$ cat src/rtl/scheduled_motor_run_controller_defines.svh
// Assertion macros shared by the controller RTL.
`ifndef SCHEDULED_MOTOR_RUN_CONTROLLER_DEFINES_SVH
`define SCHEDULED_MOTOR_RUN_CONTROLLER_DEFINES_SVH

// Same-cycle implication, checked at every rising edge outside reset.
`define SMRC_ASSERT_NOW(label, clk, rstn, ante, cons) \
    label: assert property (@(posedge clk) disable iff (!rstn) (ante) |-> (cons)) \
        else $error("smrc same-cycle check failed");

// Next-cycle implication, checked at every rising edge outside reset.
`define SMRC_ASSERT_NEXT(label, clk, rstn, ante, cons) \
    label: assert property (@(posedge clk) disable iff (!rstn) (ante) |=> (cons)) \
        else $error("smrc next-cycle check failed");

`endif

$ cat src/rtl/smrc_pkg.sv
package smrc_pkg;

    // Default number of schedule windows.
    localparam int WindowsDef = 3;
    // The register map never holds more than three windows.
    localparam int WindowsMax = 3;

    // Field widths.
    localparam int SEC_W = 17;  // second of the day, window ends included
    localparam int CNT_W = 14;  // run countdown in seconds
    localparam int CFG_W = 24;  // one window register

    // Timing constants in milliseconds.
    localparam logic [31:0] HoldMs = 32'd2000;
    localparam logic [31:0] TickMs = 32'd1000;

    // Owner code for a manual run or no run.
    localparam logic [1:0] NoWindow = 2'd3;

    // Register indexes of the configuration port.
    typedef enum logic [2:0] {
        REG_WINDOW_A = 3'd0,
        REG_WINDOW_B = 3'd1,
        REG_WINDOW_C = 3'd2,
        REG_WINDOW_COUNT = 3'd3,
        REG_MANUAL_MINUTES = 3'd4
    } reg_idx_t;

    // Countdown reload from the manual run length; out-of-range lengths mean 30 minutes.
    function automatic logic [CNT_W-1:0] reload_secs(input logic [7:0] minutes);
        logic [7:0] m;
        m = minutes;
        if (m == 8'd0 || m > 8'd240) begin
            m = 8'd30;
        end
        return CNT_W'(m) * CNT_W'(60);
    endfunction

    // Start second of a window; an hour or minute out of range reads as zero.
    function automatic logic [SEC_W-1:0] win_start(input logic [CFG_W-1:0] cfg);
        logic [7:0] h;
        logic [7:0] m;
        h = cfg[7:0];
        m = cfg[15:8];
        if (h > 8'd23) begin
            h = 8'd0;
        end
        if (m > 8'd59) begin
            m = 8'd0;
        end
        return SEC_W'(h) * SEC_W'(3600) + SEC_W'(m) * SEC_W'(60);
    endfunction

    // Length of a window in seconds; out-of-range durations mean 30 minutes.
    function automatic logic [SEC_W-1:0] win_length(input logic [CFG_W-1:0] cfg);
        logic [7:0] d;
        d = cfg[23:16];
        if (d == 8'd0 || d > 8'd240) begin
            d = 8'd30;
        end
        return SEC_W'(d) * SEC_W'(60);
    endfunction

endpackage

$ cat src/rtl/scheduled_motor_run_controller.sv
// Scheduled motor run controller. Each input word is one control pass: a millisecond
// stamp, the over-temperature line, the button level, the wall-clock hour and minute
// and the link state. Each pass yields exactly one result word. One word is accepted
// per clock cycle while not stalled; a word waits in the input register and its
// result is registered into the output register as that register frees. The output
// register lets the input side keep accepting while a result waits, and the block
// stalls only when both registers are full and m_tready is low. Configuration goes
// through the APB port at byte address 4*index and must be written while no pass
// is in flight.
`include "scheduled_motor_run_controller_defines.svh"

module scheduled_motor_run_controller #(
    parameter int WINDOWS = smrc_pkg::WindowsDef
) (
    input  logic        aclk,
    input  logic        aresetn,

    // Input words.
    input  logic        s_tvalid,
    output logic        s_tready,
    // [31:0] now_ms, [32] overtemp_low, [33] button_level, [38:34] clock_hour,
    // [44:39] clock_minute, [45] link_up, [47:46] zero
    input  logic [47:0] s_tdata,

    // Result words.
    output logic        m_tvalid,
    input  logic        m_tready,
    // [0] motor_on, [14:1] seconds_left, [16:15] running_window, [17] manual_active,
    // [18] run_changed, [23:19] zero
    output logic [23:0] m_tdata,

    // Configuration port.
    input  logic        psel,
    input  logic        penable,
    input  logic        pwrite,
    input  logic [4:0]  paddr,
    input  logic [31:0] pwdata,
    output logic [31:0] prdata,
    output logic        pready
);
    import smrc_pkg::*;

    // Windows that the register map can reach.
    localparam int USED = (WINDOWS < WindowsMax) ? WINDOWS : WindowsMax;

    // Configuration registers.
    logic [CFG_W-1:0] win_cfg_reg [USED];
    logic [1:0]       win_count_reg;
    logic [7:0]       manual_min_reg;

    // Pipeline registers.
    logic        in_valid_reg;
    logic [47:0] in_data_reg;
    logic        out_valid_reg;
    logic [23:0] out_data_reg;
    logic [23:0] out_data_next;
    logic        advance;

    // Controller state.
    logic             running_reg, running_next;
    logic [CNT_W-1:0] countdown_reg, countdown_next;
    logic [1:0]       owner_reg, owner_next;
    logic [USED-1:0]  done_reg, done_next;
    logic [USED-1:0]  blocked_reg, blocked_next;
    logic             manual_reg, manual_next;
    logic             link_seen_reg, link_seen_next;
    logic             button_prev_reg, button_prev_next;
    logic             ot_valid_reg, ot_valid_next;
    logic [31:0]      ot_since_reg, ot_since_next;
    logic [31:0]      last_sec_reg, last_sec_next;
    logic             running_prev_reg;

    // Fields of the word in the input register.
    logic [31:0]      now_ms;
    logic             overtemp_low;
    logic             button_level;
    logic [4:0]       clock_hour;
    logic [5:0]       clock_minute;
    logic             link_up;
    logic [SEC_W-1:0] now_sec;

    // Derived configuration.
    logic [SEC_W-1:0] win_start_s [USED];
    logic [SEC_W-1:0] win_end_s [USED];
    logic [1:0]       n_eff;
    logic [CNT_W-1:0] reload;

    // Window search results.
    logic             hit;
    logic [1:0]       hit_idx;
    logic [SEC_W-1:0] hit_end;

    // Configuration access.
    logic     cfg_write;
    reg_idx_t cfg_idx;

    assign pready    = 1'b1;
    assign cfg_write = psel && penable && pwrite && pready;
    assign cfg_idx   = reg_idx_t'(paddr[4:2]);

    // Register writes.
    always_ff @(posedge aclk) begin
        if (!aresetn) begin
            for (int i = 0; i < USED; i++) begin
                win_cfg_reg[i] <= '0;
            end
            win_count_reg  <= 2'd0;
            manual_min_reg <= 8'd30;
        end else if (cfg_write) begin
            unique case (cfg_idx) inside
                REG_WINDOW_A, REG_WINDOW_B, REG_WINDOW_C: begin
                    for (int i = 0; i < USED; i++) begin
                        if (paddr[4:2] == 3'(i)) begin
                            win_cfg_reg[i] <= pwdata[CFG_W-1:0];
                        end
                    end
                end
                REG_WINDOW_COUNT:   win_count_reg  <= pwdata[1:0];
                REG_MANUAL_MINUTES: manual_min_reg <= pwdata[7:0];
                default: ;
            endcase
        end
    end

    // Register reads.
    always_comb begin
        prdata = '0;
        unique case (cfg_idx) inside
            REG_WINDOW_A, REG_WINDOW_B, REG_WINDOW_C: begin
                for (int i = 0; i < USED; i++) begin
                    if (paddr[4:2] == 3'(i)) begin
                        prdata = 32'(win_cfg_reg[i]);
                    end
                end
            end
            REG_WINDOW_COUNT:   prdata = 32'(win_count_reg);
            REG_MANUAL_MINUTES: prdata = 32'(manual_min_reg);
            default:            prdata = '0;
        endcase
    end

    // Window spans and the effective window count.
    always_comb begin
        for (int i = 0; i < USED; i++) begin
            win_start_s[i] = win_start(win_cfg_reg[i]);
            win_end_s[i]   = win_start_s[i] + win_length(win_cfg_reg[i]);
        end
        n_eff = (win_count_reg > 2'(USED)) ? 2'(USED) : win_count_reg;
    end

    assign reload = reload_secs(manual_min_reg);

    // Input word fields.
    assign now_ms       = in_data_reg[31:0];
    assign overtemp_low = in_data_reg[32];
    assign button_level = in_data_reg[33];
    assign clock_hour   = in_data_reg[38:34];
    assign clock_minute = in_data_reg[44:39];
    assign link_up      = in_data_reg[45];
    assign now_sec      = SEC_W'(clock_hour) * SEC_W'(3600) + SEC_W'(clock_minute) * SEC_W'(60);

    // The first active window that contains the current second.
    always_comb begin
        hit     = 1'b0;
        hit_idx = NoWindow;
        hit_end = '0;
        for (int i = 0; i < USED; i++) begin
            if (!hit && 2'(i) < n_eff && now_sec >= win_start_s[i] && now_sec < win_end_s[i])
            begin
                hit     = 1'b1;
                hit_idx = 2'(i);
                hit_end = win_end_s[i];
            end
        end
    end

    // Handshake: the pass in the input register moves on when the output register frees.
    assign advance  = in_valid_reg && (!out_valid_reg || m_tready);
    assign s_tready = !in_valid_reg || advance;
    assign m_tvalid = out_valid_reg;
    assign m_tdata  = out_data_reg;

    // One control pass, rules applied in order.
    always_comb begin
        running_next     = running_reg;
        countdown_next   = countdown_reg;
        owner_next       = owner_reg;
        done_next        = done_reg;
        blocked_next     = blocked_reg;
        manual_next      = manual_reg;
        link_seen_next   = link_seen_reg;
        ot_valid_next    = ot_valid_reg;
        ot_since_next    = ot_since_reg;
        last_sec_next    = last_sec_reg;
        button_prev_next = button_level;

        // Over-temperature held for the hold time stops the run and blocks its window.
        if (overtemp_low) begin
            if (!ot_valid_next) begin
                ot_valid_next = 1'b1;
                ot_since_next = now_ms;
            end
            if (now_ms - ot_since_next >= HoldMs) begin
                running_next   = 1'b0;
                countdown_next = reload;
                for (int i = 0; i < USED; i++) begin
                    if (owner_next == 2'(i)) begin
                        done_next[i]    = 1'b1;
                        blocked_next[i] = 1'b1;
                    end
                end
                owner_next    = NoWindow;
                ot_valid_next = 1'b0;
                ot_since_next = '0;
            end
        end else begin
            ot_valid_next = 1'b0;
            ot_since_next = '0;
        end

        // A button press toggles a manual run.
        if (button_prev_reg && !button_level) begin
            if (!running_next) begin
                running_next   = 1'b1;
                countdown_next = reload;
                owner_next     = NoWindow;
            end else begin
                running_next   = 1'b0;
                countdown_next = reload;
                for (int i = 0; i < USED; i++) begin
                    if (owner_next == 2'(i)) begin
                        done_next[i]    = 1'b1;
                        blocked_next[i] = 1'b1;
                    end
                end
                owner_next = NoWindow;
            end
            manual_next = 1'b1;
        end

        // A rising link returns to automatic mode.
        if (link_up && !link_seen_reg) begin
            link_seen_next = 1'b1;
            manual_next    = 1'b0;
        end else if (!link_up && link_seen_reg) begin
            link_seen_next = 1'b0;
        end

        // Flags of a window clear once its end has passed.
        for (int i = 0; i < USED; i++) begin
            if (2'(i) < n_eff && now_sec >= win_end_s[i]) begin
                done_next[i]    = 1'b0;
                blocked_next[i] = 1'b0;
            end
        end

        // Automatic start for the rest of a fresh window.
        if (!manual_next && hit && !running_next) begin
            for (int i = 0; i < USED; i++) begin
                if (hit_idx == 2'(i) && !done_next[i] && !blocked_next[i]) begin
                    running_next   = 1'b1;
                    countdown_next = CNT_W'(hit_end - now_sec);
                    owner_next     = hit_idx;
                    done_next[i]   = 1'b1;
                end
            end
        end

        // Seconds countdown while running; reaching zero stops without blocking.
        if (running_next) begin
            if (now_ms - last_sec_reg >= TickMs) begin
                last_sec_next = now_ms;
                if (countdown_next != '0) begin
                    countdown_next = countdown_next - CNT_W'(1);
                end
            end
            if (countdown_next == '0) begin
                running_next   = 1'b0;
                countdown_next = reload;
                for (int i = 0; i < USED; i++) begin
                    if (owner_next == 2'(i)) begin
                        done_next[i] = 1'b1;
                    end
                end
                owner_next = NoWindow;
            end
        end

        out_data_next = {5'd0, running_next != running_prev_reg, manual_next, owner_next,
                         countdown_next, running_next};
    end

    // Control and state registers.
    always_ff @(posedge aclk) begin
        if (!aresetn) begin
            in_valid_reg     <= 1'b0;
            out_valid_reg    <= 1'b0;
            running_reg      <= 1'b0;
            countdown_reg    <= CNT_W'(1800);
            owner_reg        <= NoWindow;
            done_reg         <= '0;
            blocked_reg      <= '0;
            manual_reg       <= 1'b1;
            link_seen_reg    <= 1'b0;
            button_prev_reg  <= 1'b1;
            ot_valid_reg     <= 1'b0;
            ot_since_reg     <= '0;
            last_sec_reg     <= '0;
            running_prev_reg <= 1'b0;
        end else begin
            if (s_tvalid && s_tready) begin
                in_valid_reg <= 1'b1;
            end else if (advance) begin
                in_valid_reg <= 1'b0;
            end
            if (advance) begin
                out_valid_reg    <= 1'b1;
                running_reg      <= running_next;
                countdown_reg    <= countdown_next;
                owner_reg        <= owner_next;
                done_reg         <= done_next;
                blocked_reg      <= blocked_next;
                manual_reg       <= manual_next;
                link_seen_reg    <= link_seen_next;
                button_prev_reg  <= button_prev_next;
                ot_valid_reg     <= ot_valid_next;
                ot_since_reg     <= ot_since_next;
                last_sec_reg     <= last_sec_next;
                running_prev_reg <= running_next;
            end else if (m_tready) begin
                out_valid_reg <= 1'b0;
            end
        end
    end

    // Payload registers.
    always_ff @(posedge aclk) begin
        if (s_tvalid && s_tready) begin
            in_data_reg <= s_tdata;
        end
        if (advance) begin
            out_data_reg <= out_data_next;
        end
    end

    // A stopped motor is owned by no window.
    `SMRC_ASSERT_NOW(a_idle_no_owner, aclk, aresetn, !running_reg, owner_reg == NoWindow)
    // A running motor always reports time left.
    `SMRC_ASSERT_NOW(a_run_has_time, aclk, aresetn, m_tvalid && m_tdata[0], m_tdata[14:1] != '0)
    // A pass that moves on always leaves a result word behind.
    `SMRC_ASSERT_NEXT(a_advance_result, aclk, aresetn, advance, m_tvalid)

endmodule

$ cat config.mk
export PLATFORM = sky130hd
export DESIGN_NAME = scheduled_motor_run_controller
export DESIGN_NICKNAME = d
export VERILOG_FILES = /design/src/rtl/smrc_pkg.sv /design/src/rtl/scheduled_motor_run_controller.sv
export VERILOG_INCLUDE_DIRS = /design/src /design/src/rtl
export SDC_FILE = /design/constraint.sdc
export NUM_CORES = 1
export LEC_CHECK = 0
export ABC_CLOCK_PERIOD_IN_PS = 13600
export BUFFER_PORTS_ARGS = -buffer_cell sky130_fd_sc_hd__buf_2
export CORE_MARGIN = 2
export CORE_UTILIZATION = 35
export CTS_CLUSTER_DIAMETER = 150
export DETAILED_ROUTE_END_ITERATION = 12
export PLACE_DENSITY = 0.58
export SYNTH_ARGS = -nofsm -noshare
export SYNTH_HDL_FRONTEND = slang
export SYNTH_SLANG_ARGS = --single-unit
$ cat constraint.sdc
create_clock -name aclk -period 13.6 [get_ports aclk]
set_clock_uncertainty 0.05 [all_clocks]
set_input_delay 1.36 -clock aclk [delete_from_list [all_inputs] [get_ports aclk]]
set_output_delay 1.36 -clock aclk [all_outputs]
set_load 0.01 [all_outputs]
==> results of run 1 <==
-- worst max-delay path: cells and delay by family (launching register included) --
| family | cells | cell delay [ps] |
|---|---|---|
| adders and majority gates | 7 | 2740 |
| xor gates and xnor gates | 3 | 850 |
| AOI/OAI and AO/OA | 23 | 4630 |
| and+or+nand+nor | 13 | 3630 |
| DFF | 1 | 410 |
| buffers and inverters | 5 | 300 |
-- cell usage after synthesis, types with 12 or more instances --
| master | count | area share |
|---|---|---|
| a211o_1 | 12 | 0.0036 |
| a211oi_1 | 27 | 0.0069 |
| a21boi_0 | 16 | 0.0041 |
| a21o_1 | 81 | 0.021 |
| a21oi_1 | 262 | 0.044 |
| a31oi_1 | 16 | 0.0034 |
| and2_1 | 87 | 0.018 |
| and3_1 | 19 | 0.0040 |
| and4_1 | 13 | 0.0038 |
| buf_2 | 25 | 0.0042 |
| buf_4 | 17 | 0.0043 |
| clkbuf_1 | 59 | 0.0075 |
| dfxtp_1 | 103 | 0.070 |
| edfxtp_1 | 137 | 0.14 |
| fa_1 | 127 | 0.086 |
| ha_1 | 452 | 0.19 |
| inv_1 | 381 | 0.048 |
| mux2i_1 | 111 | 0.038 |
| nand2_1 | 233 | 0.030 |
| nand2b_1 | 56 | 0.012 |
| nand3_1 | 51 | 0.0086 |
| nand4_1 | 35 | 0.0074 |
| nor2_1 | 191 | 0.024 |
| nor2b_1 | 65 | 0.014 |
| nor3_1 | 47 | 0.0080 |
| nor4_1 | 14 | 0.0030 |
| o211ai_1 | 21 | 0.0053 |
| o21a_1 | 32 | 0.0081 |
| o21ai_0 | 151 | 0.026 |
| o21ai_1 | 14 | 0.0024 |
| o21bai_1 | 65 | 0.016 |
| o221ai_1 | 12 | 0.0036 |
| o22ai_1 | 13 | 0.0027 |
| o31ai_1 | 17 | 0.0043 |
| or2_2 | 14 | 0.0030 |
| or3_1 | 21 | 0.0044 |
| xnor2_1 | 147 | 0.044 |
| xor2_1 | 50 | 0.015 |
-- kinds of logic after synthesis --
group | synth area share
mux | 0.0447
compound gates | 0.190
flops | 0.209
other cells | 0.000254
buf+inv | 0.0657
fa+ha+maj | 0.277
xor+xnor | 0.0583
simple gates | 0.155
-- power by group --
part / internal [W] / switching, W
combinational: 0.00150 / 0.00212
clock: 0.000508 / 0.000347
sequential: 0.000805 / 0.0000357
total: 0.00281 / 0.00250
-- layer usage --
metal / vias up / track usage
li1: 12198 / -
met1: 11385 / 0.246
met2: 478 / 0.299
met3: 119 / 0.0149
met4: 0 / 0.0543
met5: - / 0
-- cell type report --
cell class,instances,area (um^2),share of cell area
Clock buffer,34,776,0.0237
Clock inverter,22,272,0.00830
Inverter,383,1440,0.0440
Multi-Input combinational cell,2716,21800,0.666
Sequential cell,240,6180,0.189
Tap cell,1134,1420,0.0434
Timing Repair Buffer,154,848,0.0259
-- through the flow --
stage | total power (W) | hold slack (ps) | utilization | cell area, um^2 | cells
3_5_place_dp | 0.00444 | 407 | 0.378 | 31600 | 4627
4_1_cts | 0.00532 | 423 | 0.390 | 32700 | 4683
3_3_place_gp | 0.00440 | 401 | 0.378 | 31600 | 4627
6_report | 0.00531 | 424 | 0.391 | 32700 | 4683
5_1_grt | 0.00585 | 441 | 0.391 | 32700 | 4683
2_1_floorplan | 0.00352 | 387 | - | 29800 | 3446
-- worst max-delay path by stage --
stage | end | slack, ps | startpoint | cells after the start
after CTS | done_reg[1] | 590 | win_cfg_reg[0][11] | 51
after global routing | done_reg[1] | 40 | win_cfg_reg[0][19] | 52
after detailed placement | done_reg[1] | 620 | win_cfg_reg[0][11] | 51
after global placement | done_reg[1] | 730 | win_cfg_reg[0][11] | 51
after floorplan | m_tdata[6] | 2030 | win_cfg_reg[0][19] | 56
final | done_reg[1] | 920 | win_cfg_reg[0][19] | 51
==> out/qor.yml, run 1 <==
grt:
  grt_pass1_vias: 23168
  grt.total_usage: 0.179
  grt_start_max_net_pins: 58
  grt.overflow.total: 0
  antenna_found_initial: 0
  grt_pass1_wl_mm: 125
worst_setup_path:
  critPathMaxFanout: 16
  setup.worst_path.start_class: "flop"
  r2r-end: "done_reg[1]"
  critical_path_class: "flop to flop"
  regToRegStartpoint: "win_cfg_reg[0][19]"
  reg2reg_depth: 51
  worst_path_most_repeated_cell: "a21o_1"
  worst_path_max_delay_cell: "or4_1"
  worstPathArrival_ps: 13160
  crit_required_ps: 14080
  cpPeakStageDelay_ps: 560
  cp-end-kind: "flop"
  r2r_slack_ps: 920
sta:
  slew_headroom: 0.250
  hold_viol: 0
  setup_tns_ps: 0
  setup_violations: 0
  finalCritPeriodShare: 0.932
  fmax_mhz: 78.9
  drv_slew: 0
  fin_ws_ps: 925
  rsz0062_at_grt: "false"
  worstMarginPinSlew_ps: 1120
  fin_crit_ps: 12680
cells_and_area:
  num_antenna_cells: 0
  area_growth_pct: 10.5
  final_common_cell: "ha_1"
  layout_common_cells: "452 x ha_1, 380 x inv_1, 262 x a21oi_1, 233 x nand2_1, 191 x nor2_1"
  nets: 4196
  drive_gt1_frac: 0.0811
  largest_register_ffs: 72
  fill_cells: 8511
yosys:
  synth-edff-count: 137
  async_reset_ff_frac: 0
  seq_area_frac_synth: 0.209
  yosys_warnings: 0
  yosysUniqueCellTypes: 104
  ys_seq_elements: 240
  synth_ff_type: "edfxtp_1"
  synth_area_um2: 29600
  synth_cells: 3383
  postSynthAreaPerCell_um2: 8.74
die:
  die_x_um: 295
  die_h_um: 295
  start_util: 0.353
  ioPinCount: 151
  core_area_um2: 83700
  dieArea_um2: 86800
  fp-row-count: 106
detailed_routing:
  route.detailed.drc: 0
  first_pass_iters: 5
  wirelength_mm: 78.7
  final_antenna_net_count: 0
  route.met2.wl_mm: 35.8
  top_layer_used: "met4"
  vias: 24180
  drt_iter0_drc: 1489
  viasPerCell: 5.16
  routed-wl-met3_mm: 2.77
  wl_met1_mm: 37.6
  route.detailed.wl_per_inst_um: 16.8
hold_path:
  hp-start: "blocked_reg[1]"
  holdCritPathClass: "flop to flop"
  hold_end: "blocked_reg[1]"
  min_path_cells: 2
clock_tree:
  postCtsHoldBufs: 0
  tritoncts: "yes"
  cts.sinks: 240
  path_clk_slew_ps: 60
  cts_resized: 0
  clk_latency_ps: 600
  htree_levels: 1
  cts_setup_buffers: 0
  cts.path.max_buffers: 3
  cts_made_buffers: 30
  cts_root_buf: "clkbuf_16"
pwr:
  leakagePower_nw: 14.8
  peakVddDrop_uv: 134
  power_density_nw_per_um2: 162
placement:
  gp_congestion: 0.925
  portBuffers: 124
  dp_slack_ps: 622
  hpwl_mm: 64.1
run:
  maxCapViolCount: 0
outcome:
  status: "complete, no violations"
Note: power is estimated with default switching activity, not from simulation.
==> run 2: changes to the inputs <==
Settings changed: CORE_ASPECT_RATIO set to 1.2.
==> run 2 against run 1 <==
Against the previous run:
- total power is 0.41% lower
- critical path depth unchanged
- largest cell class unchanged
- clock power decreased by 2%
- maximum frequency down 0.63%
- largest power group unchanged
- routed wire length is 2.4% higher
==> out/qor.yml, run 2 (synthesis gave the netlist of run 1 again) <==
outcome:
  status: "complete, no violations"
placement:
  gp_congestion: 0.933
  portBuffers: 124
  dpl_cell_area_um2: 31600
  hpwl_mm: 65.8
sta:
  drv_slew: 0
  setup_violations: 0
  finalCritPeriodShare: 0.938
  slew_headroom: 0.251
  hold_viol: 0
  fin_crit_ps: 12760
  setup_tns_ps: 0
  fmax_mhz: 78.4
  rsz0062_at_grt: "false"
  worstMarginPinSlew_ps: 1120
cells_and_area:
  area_growth_pct: 10.3
  layout_common_cells: "452 x ha_1, 380 x inv_1, 262 x a21oi_1, 233 x nand2_1, 191 x nor2_1"
  fill_cells: 8637
  final_common_cell: "ha_1"
  largest_register_ffs: 72
  drive_gt1_frac: 0.0784
  nets: 4195
  stdcell_area_um2: 32600
die:
  die_x_um: 269
  start_util: 0.354
  ioPinCount: 151
  dieArea_um2: 86900
  fp-row-count: 116
  die_h_um: 322
  core_area_um2: 83600
worst_setup_path:
  critical_path_class: "flop to flop"
  crit_family: "compound AO/OA/AOI/OAI gates"
  setup.worst_path.start_class: "flop"
  worst_path_max_delay_cell: "or4_1"
  crit_required_ps: 14080
  worst_path_most_repeated_cell: "a21oi_1"
  crit_path_end: "done_reg[1]"
  cpPeakStageDelay_ps: 540
  cp-end-kind: "flop"
  regToRegStartpoint: "win_cfg_reg[0][11]"
  worstPathArrival_ps: 13230
  critPathMaxFanout: 16
  critPathLaunch: "win_cfg_reg[0][11]"
  r2r_slack_ps: 840
  reg2reg_depth: 51
  path_depth: 51
  path_buf_inv: 3
  r2r-end: "done_reg[1]"
run:
  maxCapViolCount: 0
detailed_routing:
  final_antenna_net_count: 0
  first_pass_iters: 5
  route.detailed.drc: 0
  route.detailed.wl_per_inst_um: 17.3
  wirelength_mm: 80.6
  drt_iter0_drc: 1230
  vias: 24162
  viasPerCell: 5.17
pwr:
  power_density_nw_per_um2: 162
  peakVddDrop_uv: 135
  power.total_w: 0.00529
  leakagePower_nw: 14.8
clock_tree:
  clk_latency_ps: 600
  path_clk_slew_ps: 60
  postCtsHoldBufs: 0
  tritoncts: "yes"
  cts_root_buf: "clkbuf_16"
  htree_levels: 1
  cts_made_buffers: 31
  cts.path.max_buffers: 3
  cts.sinks: 240
hold_path:
  holdCritPathClass: "flop to flop"
  hp-start: "ot_valid_reg"
grt:
  grt_pass1_wl_mm: 127
  antenna_found_initial: 2
  grt.overflow.total: 0
  grt_start_max_net_pins: 58
  grt_pass1_vias: 23477
  grt.total_usage: 0.182
## run 2: layout make-up
| type | count | area (um^2) | area share |
|---|---|---|---|
| Sequential cell | 240 | 6180 | 0.189 |
| Tap cell | 1121 | 1400 | 0.0430 |
| Multi-Input combinational cell | 2716 | 21700 | 0.667 |
| Clock inverter | 23 | 236 | 0.00725 |
| Inverter | 383 | 1440 | 0.0441 |
| Clock buffer | 34 | 787 | 0.0241 |
| Timing Repair Buffer | 152 | 833 | 0.0256 |
| Antenna cell | 1 | 2.50 | 0.0000767 |
## run 2: worst register-to-register path: cells and delay by family, from the launching register on
family                   cells  cell delay [ps]
AO/OA/AOI/OAI               23             4810
XOR/XNOR                     5             1310
flip-flops                   1              420
adder cells (fa/ha/maj)      8             2890
AND/OR/NAND/NOR             12             3010
buffers and inverters        3              220
## run 2: what timing repair did
item,4_1_cts,5_1_grt
gates resized for setup,0,2
hold endpoints to repair,0,0
endpoints found under the setup margin,0,12
buffers inserted,0,0
## run 2: layer usage
| metal | GRT usage | wire length [um] |
|---|---|---|
| met1 | 0.228 | 35800 |
| met2 | 0.329 | 39400 |
| met3 | 0.0173 | 3020 |
| met4 | 0.0552 | 2460 |
| met5 | 0 | 0 |
## run 2: how the worst min path moves through the flow
stage,endpoint,slack [ps],cells after the start
2_1_floorplan,blocked_reg[1],390,2
3_3_place_gp,ot_valid_reg,400,2
3_5_place_dp,ot_valid_reg,400,2
4_1_cts,ot_valid_reg,410,2
5_1_grt,ot_valid_reg,420,2
6_report,ot_valid_reg,410,2
## run 2: where the power goes
group | leakage (nW) | internal (W) | switching (W)
clock | 0.488 | 0.000492 | 0.000347
sequential | 2.15 | 0.000805 | 0.0000354
combinational | 12.2 | 0.00148 | 0.00213
total | 14.8 | 0.00277 | 0.00251
## run 2: through the flow
step / instances / hold slack, ps / setup WS, ps / utilization
finish: 4670 / 409 / 845 / 0.390
global route: 4670 / 423 / 12.9 / 0.390
CTS: 4669 / 414 / 723 / 0.390
detailed placement: 4612 / 405 / 765 / 0.378
global placement: 4612 / 399 / 956 / 0.378
floorplan: 3446 / 387 / 2030 / -
==> run 3: changes to the inputs <==
Settings changed: CORE_ASPECT_RATIO 1.2 to 2, CORE_UTILIZATION 35 to 45, GPL_TIMING_DRIVEN set to 0, PLACE_DENSITY 0.58 to 0.7.
==> run 3 against run 2 <==
Against the previous run:
- maximum frequency decreased by 1.6%
- sequential share of layout area about the same
- global-route usage increased by 6.9 points
- setup slack got worse by 200 ps
- critical path depth increased by 1
==> out/qor.yml, run 3 (synthesis gave the netlist of run 1 again) <==
worst_setup_path:
  r2r_slack_ps: 640
  setup.worst_path.start_class: "flop"
  cp-end-kind: "flop"
  worst_path_max_delay_cell: "fa_1"
  critPathMaxFanout: 10
  crit_required_ps: 13850
  regToRegStartpoint: "win_cfg_reg[0][11]"
  worst_path_most_repeated_cell: "ha_1"
  reg2reg_depth: 52
  cpPeakStageDelay_ps: 510
  critical_path_class: "flop to flop"
  worstPathArrival_ps: 13210
  r2r-end: "m_tdata[6]"
  critPathLaunch: "win_cfg_reg[0][11]"
  crit_path_end: "m_tdata[6]"
cells_and_area:
  final_common_cell: "ha_1"
  largest_register_ffs: 72
  num_antenna_cells: 0
  nets: 4277
  layout_common_cells: "452 x ha_1, 381 x inv_1, 261 x a21oi_1, 232 x nand2_1, 191 x nor2_1"
  drive_gt1_frac: 0.0850
  area_growth_pct: 10.3
clock_tree:
  cts_made_buffers: 24
  postCtsHoldBufs: 0
  clk_latency_ps: 590
  tritoncts: "yes"
  cts.path.max_buffers: 3
  htree_levels: 1
  cts_root_buf: "clkbuf_16"
  path_clk_slew_ps: 70
  cts.sinks: 240
sta:
  worstMarginPinSlew_ps: 1290
  fin_crit_ps: 12960
  hold_viol: 0
  finalCritPeriodShare: 0.953
  setup_violations: 0
  fmax_mhz: 77.2
  setup_tns_ps: 0
  slew_headroom: 0.114
  holdWs_ps: 426
  drv_slew: 0
die:
  dieArea_um2: 67900
  fp-row-count: 133
  start_util: 0.452
  die_x_um: 185
  die_h_um: 367
  ioPinCount: 151
  core_area_um2: 65400
grt:
  grt_start_max_net_pins: 28
  grt.total_usage: 0.251
  grt_pass1_wl_mm: 135
  grt.overflow.total: 0
  grt_pass1_vias: 25028
  antenna_found_initial: 1
outcome:
  status: "complete, no violations"
pwr:
  leakagePower_nw: 14.9
  internal-power_w: 0.00270
  seq_power_share: 0.160
  power.switching_w: 0.00256
  p_comb_frac: 0.703
  power_density_nw_per_um2: 161
  p_clk_frac: 0.137
  peakVddDrop_uv: 146
  swShare: 0.486
placement:
  hpwl_mm: 71.8
  portBuffers: 123
  gp_congestion: 0.975
detailed_routing:
  route.detailed.wl_per_inst_um: 19.0
  final_antenna_net_count: 0
  first_pass_iters: 7
  route.detailed.drc: 0
  drt_iter0_drc: 2099
  vias: 25621
  viasPerCell: 5.69
  wirelength_mm: 85.6
run:
  maxCapViolCount: 0
hold_path:
  holdCritPathClass: "flop to flop"
[run 3: cell type report]
cell class	instances	area [um^2]
clock inverters	18	226
clock buffers	26	618
fillers	6213	32800
flip-flops and latches	240	6180
multi-input cells	2716	21800
well taps	877	1100
repair buffers	134	723
inverters	383	1440
plain buffers	107	509
[run 3: power groups by stage]
stage | Combinational [W] | Sequential, W | Clock (W)
2_1_floorplan | 0.00267 | 0.000841 | 0
3_3_place_gp | 0.00342 | 0.000856 | 0
3_5_place_dp | 0.00356 | 0.000856 | 0
4_1_cts | 0.00358 | 0.000840 | 0.000726
5_1_grt | 0.00411 | 0.000844 | 0.000752
6_report | 0.00370 | 0.000841 | 0.000720
[run 3: worst min-delay path by stage]
stage | cells after the start | from | end | slack, ps
4_1_cts | 2 | blocked_reg[1] | blocked_reg[1] | 430
2_1_floorplan | 2 | blocked_reg[1] | blocked_reg[1] | 390
3_5_place_dp | 2 | blocked_reg[1] | blocked_reg[1] | 410
3_3_place_gp | 2 | blocked_reg[1] | blocked_reg[1] | 400
6_report | 2 | blocked_reg[1] | blocked_reg[1] | 430
5_1_grt | 2 | manual_reg | manual_reg | 470
[run 3: per-layer routing]
layer	up-vias	share of wire	GRT usage
met5	-	0.00013	0
met4	2	0.032	0.0791
met3	138	0.058	0.0294
met2	744	0.46	0.407
met1	12388	0.45	0.347
li1	12349	-	-
[run 3: what timing repair did]
action                                  CTS  global route
endpoints found under the setup margin    2            34
buffers inserted                          0             7
gates resized for setup                   1            21
pin swaps                                 0             3
endpoints found under the hold margin     0             0
[run 3: per-stage QoR]
step / utilization / instance area, um^2 / cells / worst slack (ps) / power (W)
after floorplan: - / 29800 / 3446 / 2030 / 0.00352
after CTS: 0.496 / 32500 / 4494 / 52.6 / 0.00515
final: 0.499 / 32600 / 4501 / 641 / 0.00526
after global placement: 0.482 / 31500 / 4446 / 74.9 / 0.00427
after detailed placement: 0.483 / 31600 / 4450 / -14.5 / 0.00441
after global routing: 0.499 / 32600 / 4501 / -21.5 / 0.00571
[run 3: critical path: cells and delay by family (launching register included)]
family,cells,cell delay (ps)
buffers and inverters,7,1230
AOI/OAI and AO/OA,21,4590
and+or+nand+nor,12,2620
muxes,1,250
xor gates and xnor gates,4,840
DFF,1,440
adders and majority gates,7,2670
